[src/bpa_pkg.sv]
// Shared types, constants and codes for the bitmap page allocator.
`default_nettype none

package bpa_pkg;

    // Field widths
    localparam int ADDR_W      = 48;
    localparam int COUNT_W     = 13;
    localparam int STATUS_W    = 3;
    localparam int CFG_INDEX_W = 2;

    // Parameter defaults
    localparam int MAX_PAGES_DEF  = 4096;
    localparam int PAGE_SHIFT_DEF = 12;

    // Configuration register indexes
    localparam logic [CFG_INDEX_W-1:0] CFG_BASE  = 2'd0;
    localparam logic [CFG_INDEX_W-1:0] CFG_LIMIT = 2'd1;

    // Result status codes
    localparam logic [STATUS_W-1:0] STATUS_OK           = 3'd0;
    localparam logic [STATUS_W-1:0] STATUS_OUT_OF_MEM   = 3'd1;
    localparam logic [STATUS_W-1:0] STATUS_NULL_ADDR    = 3'd2;
    localparam logic [STATUS_W-1:0] STATUS_ALL_FREE     = 3'd3;
    localparam logic [STATUS_W-1:0] STATUS_OUT_OF_RANGE = 3'd4;
    localparam logic [STATUS_W-1:0] STATUS_ALREADY_FREE = 3'd5;

    // Request modes
    localparam logic MODE_ALLOC = 1'b0;
    localparam logic MODE_FREE  = 1'b1;

    typedef struct packed {
        logic              mode;
        logic [ADDR_W-1:0] page_address;
    } in_item_t;

    typedef struct packed {
        logic [ADDR_W-1:0]   result_address;
        logic [STATUS_W-1:0] status;
        logic [COUNT_W-1:0]  free_pages;
    } out_item_t;

    // Controller to datapath
    typedef struct packed {
        logic                load;
        logic                rd_scan;
        logic                rd_free;
        logic                wr_alloc;
        logic                wr_free;
        logic                set_err;
        logic [STATUS_W-1:0] err_code;
        logic                emit;
    } cmd_t;

    // Datapath to controller
    typedef struct packed {
        logic                is_free;
        logic                alloc_empty;
        logic                free_err;
        logic [STATUS_W-1:0] free_code;
        logic                hit;
        logic                last;
        logic                page_used;
        logic                out_free;
    } stat_t;

endpackage

`default_nettype wire

[src/bpa_ctrl.sv]
// Sequencer for allocate and free requests of the bitmap page allocator.
`default_nettype none

module bpa_ctrl
    import bpa_pkg::*;
(
    input  wire logic  clk,
    input  wire logic  rst_n,
    input  wire logic  in_valid,
    output logic       in_stall,
    input  wire stat_t stat,
    output cmd_t       cmd
);

    typedef enum logic [2:0] {
        ST_IDLE,
        ST_DECODE,
        ST_SCAN,
        ST_FREE_CHK,
        ST_OUT
    } state_t;

    state_t state_reg;
    state_t state_next;
    logic   stall_reg;
    logic   stall_next;

    // Decide commands and next state
    always_comb
    begin
        cmd        = '0;
        state_next = state_reg;
        case (state_reg)
            ST_IDLE:
            begin
                if (in_valid)
                begin
                    cmd.load   = 1'b1;
                    state_next = ST_DECODE;
                end
            end
            ST_DECODE:
            begin
                if (!stat.is_free)
                begin
                    if (stat.alloc_empty)
                    begin
                        cmd.set_err  = 1'b1;
                        cmd.err_code = STATUS_OUT_OF_MEM;
                        state_next   = ST_OUT;
                    end
                    else
                    begin
                        cmd.rd_scan = 1'b1;
                        state_next  = ST_SCAN;
                    end
                end
                else if (stat.free_err)
                begin
                    cmd.set_err  = 1'b1;
                    cmd.err_code = stat.free_code;
                    state_next   = ST_OUT;
                end
                else
                begin
                    cmd.rd_free = 1'b1;
                    state_next  = ST_FREE_CHK;
                end
            end
            ST_SCAN:
            begin
                if (stat.hit)
                begin
                    cmd.wr_alloc = 1'b1;
                    state_next   = ST_OUT;
                end
                else if (stat.last)
                begin
                    cmd.set_err  = 1'b1;
                    cmd.err_code = STATUS_OUT_OF_MEM;
                    state_next   = ST_OUT;
                end
                else
                begin
                    cmd.rd_scan = 1'b1;
                end
            end
            ST_FREE_CHK:
            begin
                if (stat.page_used)
                begin
                    cmd.wr_free = 1'b1;
                end
                else
                begin
                    cmd.set_err  = 1'b1;
                    cmd.err_code = STATUS_ALREADY_FREE;
                end
                state_next = ST_OUT;
            end
            ST_OUT:
            begin
                if (stat.out_free)
                begin
                    cmd.emit   = 1'b1;
                    state_next = ST_IDLE;
                end
            end
            default:
            begin
                state_next = ST_IDLE;
            end
        endcase
        stall_next = (state_next != ST_IDLE);
    end

    // Hold state and the input stall
    always_ff @(posedge clk or negedge rst_n)
    begin
        if (!rst_n)
        begin
            state_reg <= ST_IDLE;
            stall_reg <= 1'b0;
        end
        else
        begin
            state_reg <= state_next;
            stall_reg <= stall_next;
        end
    end

    assign in_stall = stall_reg;

endmodule

`default_nettype wire

[config.mk]
export PLATFORM = sky130hd
export DESIGN_NAME = bpa_ctrl
export DESIGN_NICKNAME = d
export VERILOG_FILES = /design/src/bpa_pkg.sv /design/src/bpa_ctrl.sv
export SDC_FILE = /design/constraint.sdc
export NUM_CORES = 1
export LEC_CHECK = 0
export ABC_AREA = 1
export BUFFER_PORTS_ARGS = -buffer_cell sky130_fd_sc_hd__buf_2
export CAP_MARGIN = 30
export CORE_AREA = 10 10 47 49
export CTS_CLUSTER_DIAMETER = 200
export CTS_CLUSTER_SIZE = 30
export DETAILED_ROUTE_END_ITERATION = 8
export DIE_AREA = 0 0 57 59
export PLACE_DENSITY = 0.54
export SLEW_MARGIN = 30
export SYNTH_ARGS = -nofsm -noshare
export SYNTH_HDL_FRONTEND = slang
export SYNTH_SLANG_ARGS = --single-unit
export TNS_END_PERCENT = 5
[constraint.sdc]
create_clock -name clk -period 1.1 [get_ports clk]
set_input_delay 0.165 -clock clk [delete_from_list [all_inputs] [get_ports clk]]
set_output_delay 0.165 -clock clk [all_outputs]
set_load 0.1 [all_outputs]
* Yosys cells after proc, flatten, opt, wreduce, memory -nomap -nowiden
Index checks and enable logic that the tools add are counted.
** Word-level totals
- Bits in registers :: 4
- Bits of input ports :: 13
- Output and inout port bits :: 11
- Logic and storage cells :: 39
** Operators by class
- Equality and inequality tests :: 4
- Multiplexer cells :: 31
- Reductions and logical operators :: 2
** Operators with widths (number)
- 2-to-1 mux 4 bit :: 6
- 2-to-1 mux 3 bit :: 7
- 2-to-1 mux 1 bit :: 15
- one-hot mux 3 bit (5 select lines) :: 1
- one-hot mux 4 bit (3 select lines) :: 1
- equality test 3 x 2 -> 1 bit, second input constant :: 2
- equality test 3 x 1 -> 1 bit, second input constant :: 1
- equality test 3 bit, second input constant :: 1
- zero test 3 bit :: 1
- nonzero test 3 bit :: 1
- one-hot mux 1 bit (2 select lines) :: 1

* Logic depth before layout (Yosys ltp)
- Word-level depth :: 4
- Gate-level depth with buffers :: 7
- Mapped depth without buffers :: 7

* Least setup slack after synthesis
OpenSTA, ideal clock, no wires.
- Path kind :: register -> output
- Start :: register state_reg[2]
- End :: output port cmd[6] (netlist name)
- Data arrival time :: 3.365 ns
- Required time :: 0.935 ns
- Setup slack :: -2.430 ns
- Cell stages (with the launch flop) :: 2
- Buffers on the path :: 0
- Cell sequence :: dfrtp_1 -> nor4_1
** RTL lines
- start, declared :: line bpa_ctrl.sv:23 : state_t state_reg;
- start signal, assigned :: line bpa_ctrl.sv:127 : state_reg <= state_next;
- end, declared :: line bpa_ctrl.sv:12 : output cmd_t cmd

==> qor.csv <==
stage;metric;value;unit
detailed_routing;drc;0;
global_routing;grt-ovfl-total;0;
worst_setup_path;cp_data_required_time;940;ps
worst_setup_path;worstPathArrival;1410;ps
timing;worst_pin_slew;264.0;ps
power_and_ir_drop;p_comb_share;79.2;%
layout;num_antenna_cells;0;
layout;fillers;142;
worst_setup_path;cpMostUsedCell;buf_4;
worst_setup_path;cpPeakStageDelay;410;ps
layout;mostFrequentLayoutCell;nand2_1;
cts;cts_tree;yes;
placement;place.gp.congestion;0.7082;
synth;synth-seq-area-share;28.37;%
floorplan;initial_core_util;25.18;%
timing;clock_skew;0.5454;ps
layout;multi_input_area;307.8;um^2
power_and_ir_drop;switching_power;1.257;mW
synth;yosys.area.top_type_share;28.37;%
power_and_ir_drop;finalPower;2.272;mW
synth;netlist_instances;62;
outcome;violations;negative setup slack;
timing;post-route-period-util;143.6;%
placement;dp.cells;110;
synth;netlist_area;352.8;um^2
cts;path_clk_slew;40;ps
power_and_ir_drop;p_leak;0.4601;nW
cts;cts_sinks;4;
worst_setup_path;crit_path_start_kind;flop;
layout;largest_reg_flops;3;
timing;setup_viol;12;
job;cap_violations;0;
outcome;status;finished, violations left;
synth;syn_nets;75;
layout;register_area;103.9;um^2
power_and_ir_drop;internal_power;1.016;mW
power_and_ir_drop;p_clk_share;7.5;%
floorplan;die_x;57;um
worst_setup_path;cp_top_family;buffers and inverters;
worst_setup_path;cp_max_fo;3;
timing;finalSetupTns;-4324;ps
floorplan;ios;24;
timing;min_period;1580;ps
synth;synthTopCellsByArea;dfrtp_1 28%, nand2_1 20%, nand3_1 14%;
layout;drive_above_1_share;60.00;%
layout;final_nets;115;
detailed_routing;drt-initial-drc-count;10;
synth;synth_largest_area_cell;dfrtp_1;
layout;fin_cells;116;
detailed_routing;routed_wirelength;1421;um
global_routing;grt_start_max_net_pins;6;
power_and_ir_drop;vdd_ir_drop_max;1.350;mV
timing;setup_slack;-479.5;ps
cts;root_buffer;clkbuf_4;
cts;clk_path_buf_depth;2;
timing;rsz0062_at_grt;yes;
layout;final_cell_mix;18 x nand2_1, 12 x buf_2, 11 x buf_12, 11 x buf_4, 9 x inv_1;
synth;yosys_warnings;0;
timing;max_freq;633.1;MHz
synth;synth.distinct_cells;11;
timing;slew_violations;0;
floorplan;num_rows;14;
layout;fin_util;62.77;%
layout;syn2layout_area_growth;149.3;%
worst_setup_path;critPathBufInv;3;
cts;clkLatencyLatePin;220;ps
global_routing;track_usage;8.301;%
layout;fin_area;879.6;um^2
global_routing;grt_pass1_vias;569;
detailed_routing;avgViaCountPerCell;4.612;
worst_setup_path;endpoint_kind;output port;
detailed_routing;ant_nets;0;
worst_setup_path;crit_type;reg2out;
placement;port_buffers;23;
placement;placed_cell_area;800.8;um^2
timing;final-hold-violation-count;0;
floorplan;die_area;0.003363;mm^2
detailed_routing;wl_per_cell;12.25;um
power_and_ir_drop;seqPwrFrac;13.3;%
power_and_ir_drop;power_density;2584;mW/mm^2
cts;cts_made_buffers;3;
synth;ys_seq_elements;4;
floorplan;die_h;59;um
synth;synth_area_per_cell;5.691;um^2
cts;htree_levels;1;
placement;detailed_place_hpwl;1203;um
power_and_ir_drop;switching_share;55.31;%
detailed_routing;vias;535;
detailed_routing;drtPass1Iterations;4;
floorplan;core;0.001401;mm^2
worst_setup_path;crit_chain;buf_4 -> buf_4 -> nor4_4 -> buf_12;
worst_setup_path;crit_path_top_delay_cell;dfrtp_2;
worst_hold_path;hold_path.class;in2async;
timing;relSlewSlack;82.27;%
global_routing;antenna_found_initial;0;
global_routing;grt_pass1_wl;2339;um
-- cell usage after synthesis --
cell	count
nand2_1	19
inv_1	13
nand3_1	10
nor2_1	7
dfrtp_1	4
nor2_2	2
nor4_1	2
o21ai_0	2
inv_2	1
nand4_1	1
nor2_4	1
-- final timing paths --
kind	from	endpoint	slack [ps]	cells after the start
setup / recovery	state_reg[2]	cmd[6]	-480	4
hold / removal	rst_n	state_reg[2]	290	2
setup reg to reg	state_reg[2]	in_stall	-90	8
hold reg to reg	state_reg[1]	state_reg[1]	690	3
max in group asynchronous	rst_n	state_reg[0]	680	2
min in group clk	in_valid	state_reg[0]	330	4
-- layout make-up --
type / instances / share of cell area (%)
inverters: 14 / 5.974
clock buffers: 3 / 2.560
well taps: 16 / 2.276
multi-input cells: 44 / 34.99
repair buffers: 35 / 42.39
flip-flops and latches: 4 / 11.81
-- worst register-to-register path: cells and delay by family (launching register included) --
family | cells | cell delay (ps)
buf+inv | 2 | 220
flops | 1 | 410
simple gates | 6 | 490
-- power by group through the flow --
stage	combinational [mW]	sequential, mW	clock, mW
after floorplan	0.845	0.440	0
after global placement	1.66	0.289	0
after detailed placement	1.68	0.291	0
after CTS	1.73	0.301	0.178
after global routing	1.90	0.308	0.191
final	1.80	0.301	0.171
-- what timing repair did --
action                                  in CTS  in global routing
resized for setup                           10                  2
hold buffers                                 1                  0
pin swaps                                    0                  3
gates cloned                                 0                  0
endpoints found under the setup margin      12                 13
endpoints found under the hold margin        4                  0
setup buffers                                0                  2
-- kinds of logic after synthesis --
| family | share of synthesized area, % |
|---|---|
| AOI/OAI and AO/OA | 2.837 |
| and+or+nand+nor | 53.90 |
| DFF | 28.37 |
| buffers and inverters | 14.89 |
-- through the flow --
stage | setup slack (ps) | hold WS (ps)
2_1_floorplan | -621.6 | -130.6
3_3_place_gp | -304.0 | -28.53
3_5_place_dp | -321.2 | -25.18
4_1_cts | -442.5 | 272.2
5_1_grt | -528.2 | 301.3
6_report | -479.5 | 294.5
-- metal layers --
layer,global-route usage (%),vias to the layer above,share of wire (%)
met3,2.790,2,4.8
met4,2.013,0,1.6
met2,16.90,14,57
met5,0,-,0
met1,7.610,248,37
li1,-,271,-
Note: power is estimated with default switching activity, not from simulation.
