### config.mk
export PLATFORM = sky130hd
export DESIGN_NAME = bpa_dpath
export DESIGN_NICKNAME = d
export VERILOG_FILES = /design/src/bpa_pkg.sv /design/src/bpa_dpath.sv
export SDC_FILE = /design/constraint.sdc
export NUM_CORES = 2
export LEC_CHECK = 0
export ABC_CLOCK_PERIOD_IN_PS = 9940
export BUFFER_PORTS_ARGS = -buffer_cell sky130_fd_sc_hd__buf_4
export CORE_MARGIN = 4
export CORE_UTILIZATION = 30
export CTS_CLUSTER_SIZE = 25
export DETAILED_ROUTE_END_ITERATION = 8
export REMOVE_ABC_BUFFERS = 1
export SLEW_MARGIN = 15
export SYNTH_ARGS = -nofsm -noshare
export SYNTH_HDL_FRONTEND = slang
export SYNTH_SLANG_ARGS = --single-unit
### constraint.sdc
create_clock -name clk -period 9.94 [get_ports clk]
set_clock_uncertainty 0.2 [all_clocks]
set_input_delay 0.497 -clock clk [delete_from_list [all_inputs] [get_ports clk]]
set_output_delay 0.497 -clock clk [all_outputs]
set_load 0.01 [all_outputs]
### src/bpa_pkg.sv
// Shared types, constants and codes for the bitmap page allocator.
`default_nettype none

package bpa_pkg;

    // Field widths
    localparam int ADDR_W      = 48;
    localparam int COUNT_W     = 13;
    localparam int STATUS_W    = 3;
    localparam int CFG_INDEX_W = 2;

    // Parameter defaults
    localparam int MAX_PAGES_DEF  = 4096;
    localparam int PAGE_SHIFT_DEF = 12;

    // Configuration register indexes
    localparam logic [CFG_INDEX_W-1:0] CFG_BASE  = 2'd0;
    localparam logic [CFG_INDEX_W-1:0] CFG_LIMIT = 2'd1;

    // Result status codes
    localparam logic [STATUS_W-1:0] STATUS_OK           = 3'd0;
    localparam logic [STATUS_W-1:0] STATUS_OUT_OF_MEM   = 3'd1;
    localparam logic [STATUS_W-1:0] STATUS_NULL_ADDR    = 3'd2;
    localparam logic [STATUS_W-1:0] STATUS_ALL_FREE     = 3'd3;
    localparam logic [STATUS_W-1:0] STATUS_OUT_OF_RANGE = 3'd4;
    localparam logic [STATUS_W-1:0] STATUS_ALREADY_FREE = 3'd5;

    // Request modes
    localparam logic MODE_ALLOC = 1'b0;
    localparam logic MODE_FREE  = 1'b1;

    typedef struct packed {
        logic              mode;
        logic [ADDR_W-1:0] page_address;
    } in_item_t;

    typedef struct packed {
        logic [ADDR_W-1:0]   result_address;
        logic [STATUS_W-1:0] status;
        logic [COUNT_W-1:0]  free_pages;
    } out_item_t;

    // Controller to datapath
    typedef struct packed {
        logic                load;
        logic                rd_scan;
        logic                rd_free;
        logic                wr_alloc;
        logic                wr_free;
        logic                set_err;
        logic [STATUS_W-1:0] err_code;
        logic                emit;
    } cmd_t;

    // Datapath to controller
    typedef struct packed {
        logic                is_free;
        logic                alloc_empty;
        logic                free_err;
        logic [STATUS_W-1:0] free_code;
        logic                hit;
        logic                last;
        logic                page_used;
        logic                out_free;
    } stat_t;

endpackage

`default_nettype wire

### src/bpa_dpath.sv
// Datapath of the bitmap page allocator: config, used map, counter, result.
`default_nettype none

module bpa_dpath
    import bpa_pkg::*;
#(
    parameter int MAX_PAGES  = MAX_PAGES_DEF,
    parameter int PAGE_SHIFT = PAGE_SHIFT_DEF
)
(
    input  wire logic                   clk,
    input  wire logic                   rst_n,
    input  wire in_item_t               in_item,
    input  wire logic                   cfg_valid,
    input  wire logic [CFG_INDEX_W-1:0] cfg_index,
    input  wire logic [ADDR_W-1:0]      cfg_data,
    input  wire logic                   out_stall,
    output logic                        out_valid,
    output out_item_t                   out_item,
    input  wire cmd_t                   cmd,
    output stat_t                       stat
);

    // Only pages below the 13-bit limit are ever reachable
    localparam int MAP_PAGES  = (MAX_PAGES / 64) * 64;
    localparam int USED_PAGES = (MAP_PAGES < 8192) ? MAP_PAGES : 8192;
    localparam int MEM_WORDS  = USED_PAGES / 64;
    localparam int WORD_W     = (MEM_WORDS > 1) ? $clog2(MEM_WORDS) : 1;

    // Configuration and counter
    logic [ADDR_W-1:0]  base_reg;
    logic [COUNT_W-1:0] limit_reg;
    logic [COUNT_W-1:0] count_reg;

    // Request and scan state
    logic              mode_reg;
    logic [ADDR_W-1:0] addr_reg;
    logic [WORD_W-1:0] scan_ptr_reg;
    logic [WORD_W-1:0] data_word_reg;

    // Used map
    logic [63:0]          mem [MEM_WORDS];
    logic [MEM_WORDS-1:0] word_valid_reg;
    logic [63:0]          mem_rd_reg;
    logic                 rd_valid_reg;

    // Result
    logic [ADDR_W-1:0]   res_addr_reg;
    logic [STATUS_W-1:0] res_status_reg;
    logic                out_valid_reg;
    out_item_t           out_item_reg;

    logic [COUNT_W-1:0]  lim;
    logic [COUNT_W-1:0]  lim_m1;
    logic [ADDR_W-1:0]   diff;
    logic [ADDR_W-1:0]   page_full;
    logic [COUNT_W-1:0]  free_idx;
    logic                range_bad;
    logic                free_err;
    logic [STATUS_W-1:0] free_code;
    logic [63:0]         rdata;
    logic [63:0]         lim_mask;
    logic [63:0]         free_bits;
    logic [5:0]          hit_bit;
    logic [COUNT_W-1:0]  alloc_idx;
    logic [7:0]          last_word;
    logic [WORD_W-1:0]   rd_word;
    logic                rd_en;
    logic                wr_en;
    logic [63:0]         wr_data;
    logic [5:0]          wr_bit;

    // Clamp the limit to the managed pages
    always_comb
    begin
        if ({1'b0, limit_reg} > 14'(USED_PAGES))
        begin
            lim = COUNT_W'(USED_PAGES);
        end
        else
        begin
            lim = limit_reg;
        end
    end
    assign lim_m1 = lim - 1'b1;

    // Turn the free address into a page index and check it
    assign diff      = addr_reg - base_reg;
    assign page_full = diff >> PAGE_SHIFT;
    assign free_idx  = page_full[COUNT_W-1:0];
    assign range_bad = (addr_reg < base_reg) || (|page_full[ADDR_W-1:COUNT_W])
                       || (free_idx >= lim);

    always_comb
    begin
        free_err  = 1'b1;
        free_code = STATUS_OK;
        if (addr_reg == '0)
        begin
            free_code = STATUS_NULL_ADDR;
        end
        else if (count_reg >= lim)
        begin
            free_code = STATUS_ALL_FREE;
        end
        else if (range_bad)
        begin
            free_code = STATUS_OUT_OF_RANGE;
        end
        else
        begin
            free_err = 1'b0;
        end
    end
    assign stat.free_err  = free_err;
    assign stat.free_code = free_code;

    // Words never written read as all used
    assign rdata = rd_valid_reg ? mem_rd_reg : '1;

    // Mask off pages at or above the limit in the last word
    assign last_word = 8'(lim_m1[COUNT_W-1:6]);
    always_comb
    begin
        if (8'(data_word_reg) < last_word)
        begin
            lim_mask = '1;
        end
        else
        begin
            lim_mask = {64{1'b1}} >> (6'd63 - lim_m1[5:0]);
        end
    end
    assign free_bits = ~rdata & lim_mask;

    // Find the lowest free page of the word
    always_comb
    begin
        hit_bit = '0;
        for (int i = 63; i >= 0; i--)
        begin
            if (free_bits[i])
            begin
                hit_bit = 6'(i);
            end
        end
    end
    assign alloc_idx = COUNT_W'({data_word_reg, hit_bit});

    assign stat.is_free     = (mode_reg == MODE_FREE);
    assign stat.alloc_empty = (count_reg == '0) || (lim == '0);
    assign stat.hit         = |free_bits;
    assign stat.last        = (8'(data_word_reg) == last_word);
    assign stat.page_used   = rdata[free_idx[5:0]];
    assign stat.out_free    = !out_valid_reg || !out_stall;

    // Map port control
    assign rd_en   = cmd.rd_scan || cmd.rd_free;
    assign rd_word = cmd.rd_free ? free_idx[WORD_W+5:6] : scan_ptr_reg;
    assign wr_en   = cmd.wr_alloc || cmd.wr_free;
    assign wr_bit  = cmd.wr_free ? free_idx[5:0] : hit_bit;
    always_comb
    begin
        if (cmd.wr_free)
        begin
            wr_data = rdata & ~(64'd1 << wr_bit);
        end
        else
        begin
            wr_data = rdata | (64'd1 << wr_bit);
        end
    end

    // Read and write the used map
    always_ff @(posedge clk)
    begin
        if (rd_en)
        begin
            mem_rd_reg <= mem[rd_word];
        end
        if (wr_en)
        begin
            mem[data_word_reg] <= wr_data;
        end
    end

    // Track written words; the rest of the map stays all used
    always_ff @(posedge clk or negedge rst_n)
    begin
        if (!rst_n)
        begin
            word_valid_reg <= '0;
            rd_valid_reg   <= 1'b0;
        end
        else
        begin
            if (rd_en)
            begin
                rd_valid_reg <= word_valid_reg[rd_word];
            end
            if (wr_en)
            begin
                word_valid_reg[data_word_reg] <= 1'b1;
            end
        end
    end

    // Hold config registers and the free count
    always_ff @(posedge clk or negedge rst_n)
    begin
        if (!rst_n)
        begin
            base_reg  <= '0;
            limit_reg <= '0;
            count_reg <= '0;
        end
        else
        begin
            if (cfg_valid && (cfg_index == CFG_BASE))
            begin
                base_reg <= cfg_data;
            end
            if (cfg_valid && (cfg_index == CFG_LIMIT))
            begin
                limit_reg <= cfg_data[COUNT_W-1:0];
            end
            if (cmd.wr_alloc)
            begin
                count_reg <= count_reg - 1'b1;
            end
            else if (cmd.wr_free)
            begin
                count_reg <= count_reg + 1'b1;
            end
        end
    end

    // Latch the item and advance the scan
    always_ff @(posedge clk)
    begin
        if (cmd.load)
        begin
            mode_reg     <= in_item.mode;
            addr_reg     <= in_item.page_address;
            scan_ptr_reg <= '0;
        end
        else if (cmd.rd_scan)
        begin
            scan_ptr_reg <= scan_ptr_reg + 1'b1;
        end
        if (rd_en)
        begin
            data_word_reg <= rd_word;
        end
    end

    // Form the result
    always_ff @(posedge clk)
    begin
        if (cmd.wr_alloc)
        begin
            res_addr_reg   <= base_reg + (ADDR_W'(alloc_idx) << PAGE_SHIFT);
            res_status_reg <= STATUS_OK;
        end
        else if (cmd.wr_free)
        begin
            res_addr_reg   <= '0;
            res_status_reg <= STATUS_OK;
        end
        else if (cmd.set_err)
        begin
            res_addr_reg   <= '0;
            res_status_reg <= cmd.err_code;
        end
        if (cmd.emit)
        begin
            out_item_reg.result_address <= res_addr_reg;
            out_item_reg.status         <= res_status_reg;
            out_item_reg.free_pages     <= count_reg;
        end
    end

    // Hold the output item until taken
    always_ff @(posedge clk or negedge rst_n)
    begin
        if (!rst_n)
        begin
            out_valid_reg <= 1'b0;
        end
        else if (cmd.emit)
        begin
            out_valid_reg <= 1'b1;
        end
        else if (!out_stall)
        begin
            out_valid_reg <= 1'b0;
        end
    end

    assign out_valid = out_valid_reg;
    assign out_item  = out_item_reg;

endmodule

`default_nettype wire

---- After elaboration in Yosys (flattened, before gate mapping) ----
Memories as Yosys holds them, arrays and structs flattened. A register that Yosys moved wholly into a read port is not among the register bits.
Index checks and enable logic that the tools add are counted.
operators by class
  magnitude comparators ................... 9
  reductions and logical operators ........ 20
  equal/unequal tests ..................... 3
  bitwise operators ....................... 6
  add/sub/neg operators ................... 7
  mux-type cells .......................... 91
  shift-type cells ........................ 2
operator list
  cell                                                        count
  2-to-1 mux 6 bit                                            66
  2-to-1 mux 64 bit                                           3
  2-to-1 mux 48 bit                                           3
  bitwise AND 64 bit                                          2
  inverter 64 bit                                             2
  OR 64 bit                                                   2
  OR reduction 64 bit                                         1
  << shifter 1 x 6 -> 64 bit, first input constant            1
  >> shifter 64 x 6 -> 64 bit, first input constant           1
  adder 48 x 24 -> 48 bit                                     1
  zero test 48 bit                                            1
  less-than comparator 48 bit                                 1
  subtractor 48 bit                                           1
  2-to-1 mux 13 bit                                           3
  greater-or-equal comparator 13 bit                          2
  zero test 13 bit                                            2
  subtractor 13 x 1 -> 13 bit, second input constant          2
  OR reduction 23 bit                                         1
  less-than comparator 6 x 7 -> 1 bit, second input constant  3
  adder 13 x 1 -> 13 bit, second input constant               1
  greater-than comparator 13 bit, second input constant       1
  binary-select mux 1 bit (select 6 bit)                      2
  2-to-1 mux 1 bit                                            10
  2-to-1 mux 3 bit                                            3
  15 further kinds                                            23
word-level totals
  input port bits ......................... 113
  memory bits (writable) .................. 4096
  memories kept ........................... 1
  bits in registers ....................... 316
  output and inout port bits .............. 75
memory list
  memory  words  bits a word  read ports  clocked after memory_dff  write ports  line             text
  mem     64     64           1           1                         1            bpa_dpath.sv:42  logic [63:0] mem [MEM_WORDS];

---- Longest topological paths before layout ----
  word-level depth ........................ 76
  depth in mapped cells ................... 40

---- Worst setup path after synthesis ----
No wires, ideal clock.
  kind .................................... flip-flop to flip-flop
  start point ............................. register limit_reg[12]
  end point ............................... memory mem[0][52] (data pin)
  arrival ................................. 7644 ps
  setup slack ............................. 1394 ps
  clock period less this slack ............ 8546 ps
  setup time .............................. 702 ps
  buffers on the path ..................... 6
  stages on the path, launching flop included .. 28
  data required time ...................... 9038 ps
  path through ............................ dfrtp_1 -> buf_2 -> clkinv_1 -> clkbuf_1 -> nand2_1 -> ha_1 -> nor3b_4 -> o21ai_0 -> o31a_1 -> nor2_1 -> nor2_1 -> ha_1 -> and3_1 -> a21boi_0 -> o21ai_1 -> buf_2 -> buf_4 -> buf_2 -> a211o_1 -> a22o_1 -> a221o_1 -> a211oi_1 -> o21ai_0 -> a21oi_2 -> o21ai_4 -> buf_2 -> or2_1 -> o21ai_0
between the ends
  longest elaborated chain between the ends .. 76
RTL lines
  element                          line                                text
  from (decl)                      bpa_dpath.sv:32                     logic [COUNT_W-1:0] limit_reg;
  from (signal assigned)           bpa_dpath.sv:225                    limit_reg <= cfg_data[COUNT_W-1:0];
  greater-than comparator 13 bit   bpa_dpath.sv:76                     if ({1'b0, limit_reg} > 14'(USED_PAGES))
  2-to-1 mux 13 bit (*)            bpa_dpath.sv:76
  subtractor 13 x 1 -> 13 bit (*)  bpa_dpath.sv:85                     assign lim_m1 = lim - 1'b1;
  subtractor 6 bit                 bpa_dpath.sv:131                    lim_mask = {64{1'b1}} >> (6'd63 - lim_m1[5:0]);
  >> shifter 64 x 6 -> 64 bit      bpa_dpath.sv:131
  2-to-1 mux 64 bit (*)            bpa_dpath.sv:125                    if (8'(data_word_reg) < last_word)
  bitwise AND 64 bit (*)           bpa_dpath.sv:134                    assign free_bits = ~rdata & lim_mask;
  2-to-1 mux 6 bit (63 in series)  bpa_dpath.sv:142                    if (free_bits[i])
  2-to-1 mux 6 bit (*)             bpa_dpath.sv:142
  2-to-1 mux 6 bit (*)             bpa_dpath.sv:161                    assign wr_bit = cmd.wr_free ? free_idx[5:0] : hit_bit;
  << shifter 1 x 6 -> 64 bit (*)   bpa_dpath.sv:166, bpa_dpath.sv:170
  inverter 64 bit                  bpa_dpath.sv:166                    wr_data = rdata & ~(64'd1 << wr_bit);
  bitwise AND 64 bit               bpa_dpath.sv:166
  2-to-1 mux 64 bit (*)            bpa_dpath.sv:164                    if (cmd.wr_free)
  named net wr_data[52]            bpa_dpath.sv:70                     logic [63:0] wr_data;
  to (decl)                        bpa_dpath.sv:42
The timed path passes the listed nets; every way through them passes the cells marked *.

---- Worst setup path in the final report ----
  start point ............................. register limit_reg[12]
  end point ............................... register res_addr_reg[32] (data pin)
between the ends
  longest elaborated chain between the ends .. 73
RTL lines
  element                          line              text
  greater-than comparator 13 bit   bpa_dpath.sv:76
  2-to-1 mux 13 bit (*)            bpa_dpath.sv:76
  subtractor 13 x 1 -> 13 bit (*)  bpa_dpath.sv:85
  subtractor 6 bit                 bpa_dpath.sv:131
  >> shifter 64 x 6 -> 64 bit      bpa_dpath.sv:131
  2-to-1 mux 64 bit (*)            bpa_dpath.sv:125
  bitwise AND 64 bit (*)           bpa_dpath.sv:134
  2-to-1 mux 6 bit (63 in series)  bpa_dpath.sv:142
  2-to-1 mux 6 bit (*)             bpa_dpath.sv:142
  adder 48 x 24 -> 48 bit (*)      bpa_dpath.sv:262  res_addr_reg <= base_reg + (ADDR_W'(alloc_idx) << PAGE_SHIFT);
  2-to-1 mux 48 bit (*)            bpa_dpath.sv:260  if (cmd.wr_alloc)
  to (signal assigned)             bpa_dpath.sv:262
  to (decl)                        bpa_dpath.sv:48   logic [ADDR_W-1:0] res_addr_reg;
Mark *: on every way between the ends. The rest lies on a longest branch, timed or not.
A chain may end at the register's enable or synchronous reset.

==> run metrics <==
Mapped Cells=9605; share of layout cells above drive strength 1=0.234; Die W=781 µm; clk_lat worst skew=1.08 ns; mux share of post-synthesis cell area=0.137; Wirelength per Cell=30.4 µm; drt via density=5.41; first-pass GRT wire length=781000 µm; final hold violations=0; Worst Min Path Start=cfg_data[10]; CTS tree=built; Power Density=270 nW/µm²; busiest grt layer=met2; slew margin rel.=0.114; GRT Total Usage=0.178; clock buffer depth=4; Post-synth EDFFs=4327; # DRC=0; met2 Use GR=0.274; I/O pin cnt=188; synthesized area per cell=18.7 µm²; XOR/XNOR Fraction of Synth Area=0.00312; synthesized flop and latch total=4476; post-synthesis sequential area ratio=0.746; Worst Tran Pin Value=1.33 ns; routing usage on met3=0.0369; RSZ-0062 raised after global routing=false; fmax=0.107 GHz; Period minus WS final=9.38 ns; post-detail-place hpwl=310000 µm; status=finished, final reports clean; Lkg Pwr=66.7 nW; Setup-failing EPs final=0; Synth Area in Compound Gates=0.0333; fill count=54900; Area contributors post-synth=edfxtp_1 73%, mux4_2 13%, nand2_1 2.8%, dfrtp_1 2.0%, nand3_1 0.89%; worst stage delay on the critical path=0.68 ns; Worst path slowest cell=o21ai_2; Peak VDD IR=241 µV; area leader, netlist=edfxtp_1; number of post-CTS setup repair buffers=0; number of nets with antenna violations after routing=0; GP Congestion=0.952; CP delay by family, top=compound AO/OA/AOI/OAI gates; mapped cell area=179000 µm²; chip height=781 µm; hold_buf cts=207; Top FF cell, synth=edfxtp_1; max reg flops=4096; die area=610000 µm²; pin count of the biggest net entering global routing=111; Worst EP required=10.50 ns; CP Data Arrival Time=9.94 ns; Worst Hold Class=in2reg; maximum fanout along the worst path=16; combinational family with the most area after synthesis=multiplexers; crit path buf inv count=7; Inst Count DP=17400; total CTS buffers=439; Nets=10500; crit path kind=reg2reg; core area=595000 µm²; H-tree levels=5; final worst path period share=0.944; Synth top area share=0.725; Synth-to-Final Area Change=16.7%; vias=99900; Simple-Gate Fraction of Synth Area=0.0588; post-CTS sizing=0; FF-to-FF Start=limit_reg[12]$_DFFE_PN0P_; Clk pin slew, worst setup/hold paths=0.07 ns; Post-Route Setup TNS=0 ns; initial core utilization=0.301; drt total wl=562000 µm; Synth warnings=0; PnR worst setup slack=0.561 ns; ys async rst share=0.0313; total design power=56.4 mW; clk root buf=clkbuf_16; synth unique cells=120; max-slew violation count=0; vias in the first global route=96500; max-cap violations=0; TritonCTS Sinks=4476; Synth Area in Adders=0.00763; met1 Use GR=0.250; CP Capture Type=flip-flop; IO Port Bufs=187; pre-CTS setup slack=0.869 ns; register with the most flip-flops=mem; std cell rows=283; Initial DRC Count=14100; antenna violations before repair=45; GR Overflow Total=0; Worst setup startpoint=limit_reg[12]$_DFFE_PN0P_; final hold slack=0.0915 ns; first-pass detailed-route iteration total=6; Final Non-Filler Cells=18500; CP startpoint kind=flip-flop
## final timing paths
| path | endpoint | slack [ns] | cells past startpoint |
|---|---|---|---|
| worst max register to register | res_addr_reg[32]$_SDFFCE_PN0P_ | 0.56 | 39 |
| max in group asynchronous | count_reg[2]$_DFFE_PN0N_ | 8.32 | 4 |
| worst max-delay path | res_addr_reg[32]$_SDFFCE_PN0P_ | 0.56 | 39 |
| min in group asynchronous | base_reg[43]$_DFFE_PN0P_ | 0.37 | 4 |
| worst min-delay path | limit_reg[10]$_DFFE_PN0P_ | 0.09 | 3 |
| worst min register to register | out_item[55]$_DFFE_PP_ | 0.21 | 0 |
## per-layer routing
metal  vias up  routed length, µm
li1      40000                  -
met1     53400             225000
met2      5501             254000
met3       964              59600
met4        14              23300
met5         -                 94
## layout by cell type (no fill, tap or decap), types with 66 or more instances in the layout
master,count
a21oi_1,91
o21ai_0,249
nor2_4,67
clkbuf_16,445
nor2_1,192
ha_1,106
nand3_1,318
or2_2,71
o221ai_1,71
clkbuf_1,89
mux4_2,1058
clkinv_2,70
edfxtp_1,4327
nand2_1,1324
buf_4,464
a31oi_1,85
clkinv_1,124
dfrtp_1,140
inv_1,103
a32oi_1,66
dlygate4sd3_1,206
and3_1,77
## cells in the mapped netlist, drive strengths merged (9+ instances only)
| library cell | number |
|---|---|
| and3 | 77 |
| a211oi | 25 |
| nor3 | 57 |
| dfrtp | 140 |
| a31o | 9 |
| nor3b | 16 |
| a211o | 9 |
| nor2 | 260 |
| mux2i | 45 |
| a311oi | 11 |
| mux4 | 1058 |
| buf | 218 |
| a21o | 21 |
| o221ai | 72 |
| clkbuf | 306 |
| or3 | 14 |
| dfxtp | 9 |
| nor2b | 24 |
| xor2 | 17 |
| edfxtp | 4327 |
| a21boi | 14 |
| nand2 | 1328 |
| o21a | 18 |
| o22ai | 30 |
| o2bb2ai | 10 |
| nand4 | 25 |
| o211ai | 18 |
| ha | 106 |
| a31oi | 89 |
| inv | 106 |
| and2 | 15 |
| nand3b | 27 |
| xnor2 | 46 |
| nand3 | 323 |
| nor4 | 39 |
| mux2 | 18 |
| or2 | 75 |
| nand2b | 39 |
| o31ai | 14 |
| a21oi | 97 |
| a32oi | 66 |
| o31a | 9 |
| o21ai | 264 |
## worst register-to-register path, delay by kind of cell, from the launching register on
family	cells	cell delay (ns)
and+or+nand+nor	12	2.10
adders and majority gates	4	1.11
xor gates and xnor gates	1	0.16
AOI/OAI and AO/OA	15	3.89
buffers and inverters	7	1.30
DFF	1	0.35
## cell type report
cell class / count / area (µm²) / area share
diodes: 8 / 20.0 / 0.0000958
inverters: 109 / 424 / 0.00203
repair buffers: 726 / 6670 / 0.0319
well taps: 7837 / 9810 / 0.0469
flip-flops and latches: 4476 / 134000 / 0.639
clock buffers: 542 / 11600 / 0.0554
multi-input cells: 4496 / 44300 / 0.212
clock inverters: 273 / 2640 / 0.0126
## kinds of logic (layout without fill, tap and decap cells)
kind of cell | Yosys count | after routing
AO/OA/AOI/OAI | 860 | 860
XOR/XNOR | 63 | 63
adder cells (fa/ha/maj) | 108 | 108
buffers and inverters | 633 | 1650
flip-flops | 4476 | 4476
multiplexers | 1121 | 1121
other | 0 | 8
AND/OR/NAND/NOR | 2344 | 2344
## report_power, final
group / internal (mW) / leakage [nW] / switching (mW)
clock network: 9.23 / 6.90 / 7.26
logic: 4.67 / 19.5 / 9.92
registers: 24.7 / 40.3 / 0.674
## through the flow
step           utilization  instance area, µm²
2_1_floorplan            -              177000
3_3_place_gp         0.324              192000
3_5_place_dp         0.324              193000
4_1_cts              0.352              209000
5_1_grt              0.352              209000
6_report             0.352              209000
No activity file was read; power rests on OpenSTA's default activity.
